--- src/rtl/rcfh_isqrt_pipe.sv ---
// ----------------------------------------------------------------------------
// rcfh_isqrt_pipe
// Integer square root, one root bit per register stage, with side data.
// ----------------------------------------------------------------------------
module rcfh_isqrt_pipe #(
  parameter int unsigned W = 64,
  parameter int unsigned S = 1
) (
  input  logic           clk_i,
  input  logic           rst_ni,
  input  logic           valid_i,
  input  logic [W-1:0]   rad_i,
  input  logic [S-1:0]   side_i,
  output logic           valid_o,
  output logic [W/2-1:0] root_o,
  output logic [S-1:0]   side_o
);

  localparam int unsigned R = W / 2;

  logic [R-1:0] vld_q;
  logic [W-1:0] v_q    [R];
  logic [R-1:0] root_q [R];
  logic [R+1:0] rem_q  [R];
  logic [S-1:0] s_q    [R];

  for (genvar k = 0; k < R; k++) begin : g_stage
    logic         v_in;
    logic [W-1:0] rad_in;
    logic [R-1:0] root_in;
    logic [R+1:0] rem_in;
    logic [S-1:0] s_in;
    logic [R+3:0] t;
    logic [R+3:0] trial;
    logic [R+3:0] diff;
    logic         ge;

    if (k == 0) begin : g_head
      assign v_in    = valid_i;
      assign rad_in  = rad_i;
      assign root_in = '0;
      assign rem_in  = '0;
      assign s_in    = side_i;
    end else begin : g_body
      assign v_in    = vld_q[k-1];
      assign rad_in  = v_q[k-1];
      assign root_in = root_q[k-1];
      assign rem_in  = rem_q[k-1];
      assign s_in    = s_q[k-1];
    end

    assign t     = {rem_in, rad_in[W-1:W-2]};
    assign trial = {2'b00, root_in, 2'b01};
    assign ge    = t >= trial;
    assign diff  = t - trial;

    always_ff @(posedge clk_i or negedge rst_ni) begin
      if (!rst_ni) begin
        vld_q[k] <= 1'b0;
      end else begin
        vld_q[k] <= v_in;
      end
    end

    always_ff @(posedge clk_i) begin
      v_q[k]    <= {rad_in[W-3:0], 2'b00};
      root_q[k] <= {root_in[R-2:0], ge};
      rem_q[k]  <= ge ? diff[R+1:0] : t[R+1:0];
      s_q[k]    <= s_in;
    end
  end

  assign valid_o = vld_q[R-1];
  assign root_o  = root_q[R-1];
  assign side_o  = s_q[R-1];

endmodule
--- config.mk ---
export PLATFORM = sky130hd
export DESIGN_NAME = rcfh_isqrt_pipe
export DESIGN_NICKNAME = d
export VERILOG_FILES = /design/src/rtl/rcfh_isqrt_pipe.sv
export SDC_FILE = /design/constraint.sdc
export NUM_CORES = 2
export LEC_CHECK = 0
export BUFFER_PORTS_ARGS = -buffer_cell sky130_fd_sc_hd__buf_2
export CAP_MARGIN = 30
export CORE_UTILIZATION = 40
export CTS_CLUSTER_SIZE = 28
export DETAILED_ROUTE_END_ITERATION = 10
export SLEW_MARGIN = 5
export SYNTH_ARGS = -nofsm -noshare
export SYNTH_HDL_FRONTEND = slang
export SYNTH_MEMORY_MAX_BITS = 65536
export SYNTH_SLANG_ARGS = --single-unit
--- constraint.sdc ---
create_clock -name clk_i -period 4.59 [get_ports clk_i]
set_input_delay 0.2295 -clock clk_i [delete_from_list [all_inputs] [get_ports clk_i]]
set_output_delay 0.2295 -clock clk_i [all_outputs]
set_load 0.02 [all_outputs]
==> results.sh <==
export IMPL_tns_ns=0
export IMPL_die_w_um=485
export IMPL_synth_area_leader_cell="dfxtp_1"
export IMPL_setup_ws_ns=0.661
export IMPL_powerDensity_nw_per_um2=558
export IMPL_tightest_slew_ns=1.02
export IMPL_die_area_um2=236000
export IMPL_skew_ns=0.0695
export IMPL_synth_seq_area_share_pct=55.6
export IMPL_antenna_found_initial=5
export IMPL_path_clk_slew_ns=0.06
export IMPL_place_congestion=0.901
export IMPL_relSlewSlack_pct=31.1
export IMPL_synth_distinct_cells=90
export IMPL_cp_max_fo=15
export IMPL_overflow=0
export IMPL_via_per_inst=4.97
export IMPL_ys_top_cells_by_count="dfxtp_1, inv_1, nand2_1, nor2_1, a21oi_1"
export IMPL_async_flop_share_pct=1.24
export IMPL_routedWlPerCell_um=15.4
export IMPL_core_area_um2=232000
export IMPL_clock_root_buffer="clkbuf_16"
export IMPL_clk_insertion_delay_late_ns=0.93
export IMPL_ctsResizeCount=0
export IMPL_yosysWarnings=0
export IMPL_status="completed"
export IMPL_drt_first_pass_iters=6
export IMPL_drive_above_1_share_pct=7.79
export IMPL_drv_cap=0
export IMPL_clock_sinks=2587
export IMPL_hold_buffers=136
export IMPL_cp_arrival_ns=4.68
export IMPL_postCtsSetupBuffers=0
export IMPL_whs_ns=0.277
export IMPL_synth_edf_count=0
export IMPL_ant_nets=0
export IMPL_critPathLaunchType="register"
export IMPL_r2r_cells=9
export IMPL_place_hpwl_um=147000
export IMPL_yosys_top_cells_area="dfxtp_1, ha_1, xor2_1"
export IMPL_io_pins=102
export IMPL_io_buffers=101
export IMPL_syn_cell_area_um2=93400
export IMPL_finalCritPeriodShare_pct=85.6
export IMPL_ir_worst_vdd_mv=0.362
export IMPL_start_util_pct=40.2
export IMPL_grt_pass1_vias=63300
export IMPL_path_class="reg -> reg"
export IMPL_post_route_min_period_ns=3.93
export IMPL_holdCritPathClass="reg -> reg"
export IMPL_dr_first_iter_drc_count=3747
export IMPL_via_count=63600
export IMPL_yosysMostFrequentCell="dfxtp_1"
export IMPL_die_h_um=485
export IMPL_ctsHtreeMaxLevel=5
export IMPL_synthFlopType="dfxtp_1"
export IMPL_cp_required_ns=5.34
export IMPL_worstHoldStart="v_q[0][643]"
export IMPL_grt_max_degree=48
export IMPL_reg2reg_slack_ns=0.66
export IMPL_fin_nets=10200
export IMPL_dp_slack_ns=0.672
export IMPL_cts_buffer_depth=4
export IMPL_cts_tree="yes"
export IMPL_syn_nets=9759
export IMPL_synth_cells=9129
export IMPL_placement_rows=177
export IMPL_ys_ff_latch=2587
export IMPL_synth_top_cell_area_share_pct=54.7
export IMPL_drc=0
export IMPL_syn_area_per_cell_um2=10.2
export IMPL_reg2reg_to="rem_q[1][47]"
export IMPL_hold_depth=0
export IMPL_grt_use_total_pct=16.5
export IMPL_maxSlewViolCount=0
export IMPL_hold_end="v_q[0][707]"
export IMPL_grt_pass1_wl_um=320000
export IMPL_critPathCaptureType="register"
export IMPL_hold_violations=0
export IMPL_setup_viol=0
export IMPL_leakagePower_uw=0.0503
export IMPL_cts_buffers=288
export IMPL_timing_rr_start="rem_q[1][22]"
export IMPL_drt_total_wl_um=196000
export IMPL_clock_fmax_mhz=255
export IMPL_rsz0062_at_grt="false"
export IMPL_syn2layout_area_growth_pct=16.2
## cells in the final DEF (no fill, tap or decap), types with 109 or more instances in the layout
cell type      count
nand2_1          600
o21ai_0          475
a21o_1           212
nor2_1           586
dlygate4sd3_1    135
nand4_1          110
nand3_1          150
ha_1             562
nand2b_1         109
xnor2_1          401
clkbuf_16        294
xor2_1           442
dfxtp_1         2555
a21oi_1          577
nor4_1           120
nor3_1           223
inv_1            689
## per-layer routing
layer,vias to the layer above,GRT usage [%],part of all wire [%]
met5,-,0,0
met1,29700,20.3,44
met3,429,2.48,4.1
met4,0,6.29,3.3
met2,1288,29.0,49
li1,32100,-,-
## worst max path at each step
stage	start	endpoint	slack (ns)	depth (start not counted)
finish	rem_q[1][22]	rem_q[1][47]	0.66	9
global route	rem_q[1][20]	rem_q[1][47]	0.47	9
CTS	rem_q[1][20]	rem_q[1][47]	0.62	9
detailed placement	rem_q[1][20]	rem_q[1][47]	0.67	9
global placement	rem_q[1][22]	rem_q[1][49]	0.71	9
floorplan	root_q[0][32]	rem_q[0][81]	0.90	12
## critical path, stage by stage, from the launching register on
cell,delay [ns]
dfxtp_1,0.32
or4_4,0.54
or3_4,0.35
or4_4,0.44
or3_4,0.36
or3_4,0.35
or4_1,0.78
or3b_1,0.38
nor4_1,0.09
xor2_1,0.15
## report_power, final
group          switching, uW  internal [uW]  total [uW]
logic                   4950           4070        9020
registers               2700          26100       28800
clock network           8750          14000       22700
## cells by family after synthesis
| logic type | Yosys count | synth area share, % |
|---|---|---|
| muxes | 68 | 0.806 |
| DFF | 2587 | 55.6 |
| AOI/OAI and AO/OA | 1826 | 12.1 |
| other | 1 | 0.00401 |
| buffers and inverters | 872 | 3.51 |
| and+or+nand+nor | 2370 | 12.6 |
| adders and majority gates | 562 | 7.52 |
| xor gates and xnor gates | 843 | 7.90 |
## state kept, by name (all words and copies together), names as in the netlist
signal,cells
root_q,528
s_q,32
g_stage.v_in,31
valid_o,1
v_q,992
rem_q,1003
## cell type report
cell class                      instances  area (um^2)
Clock inverter                        103         1320
Tap cell                             3043         3810
Fill cell                           21400       124000
Multi-Input combinational cell       5670        38300
Inverter                              696         2610
Antenna cell                            5         12.5
Clock buffer                          394         8230
Timing Repair Buffer                  289         2300
Sequential cell                      2587        51900
## through the flow
stage,utilization (%),power [uW],std cells,instance area [um^2]
final,46.7,60500,12800,109000
after global routing,46.7,63800,12800,109000
after CTS,46.7,61300,12800,109000
after detailed placement,42.0,38200,12100,97600
after global placement,42.0,38000,12100,97600
after floorplan,-,35300,9129,93400
No activity file was read; power rests on OpenSTA's default activity.
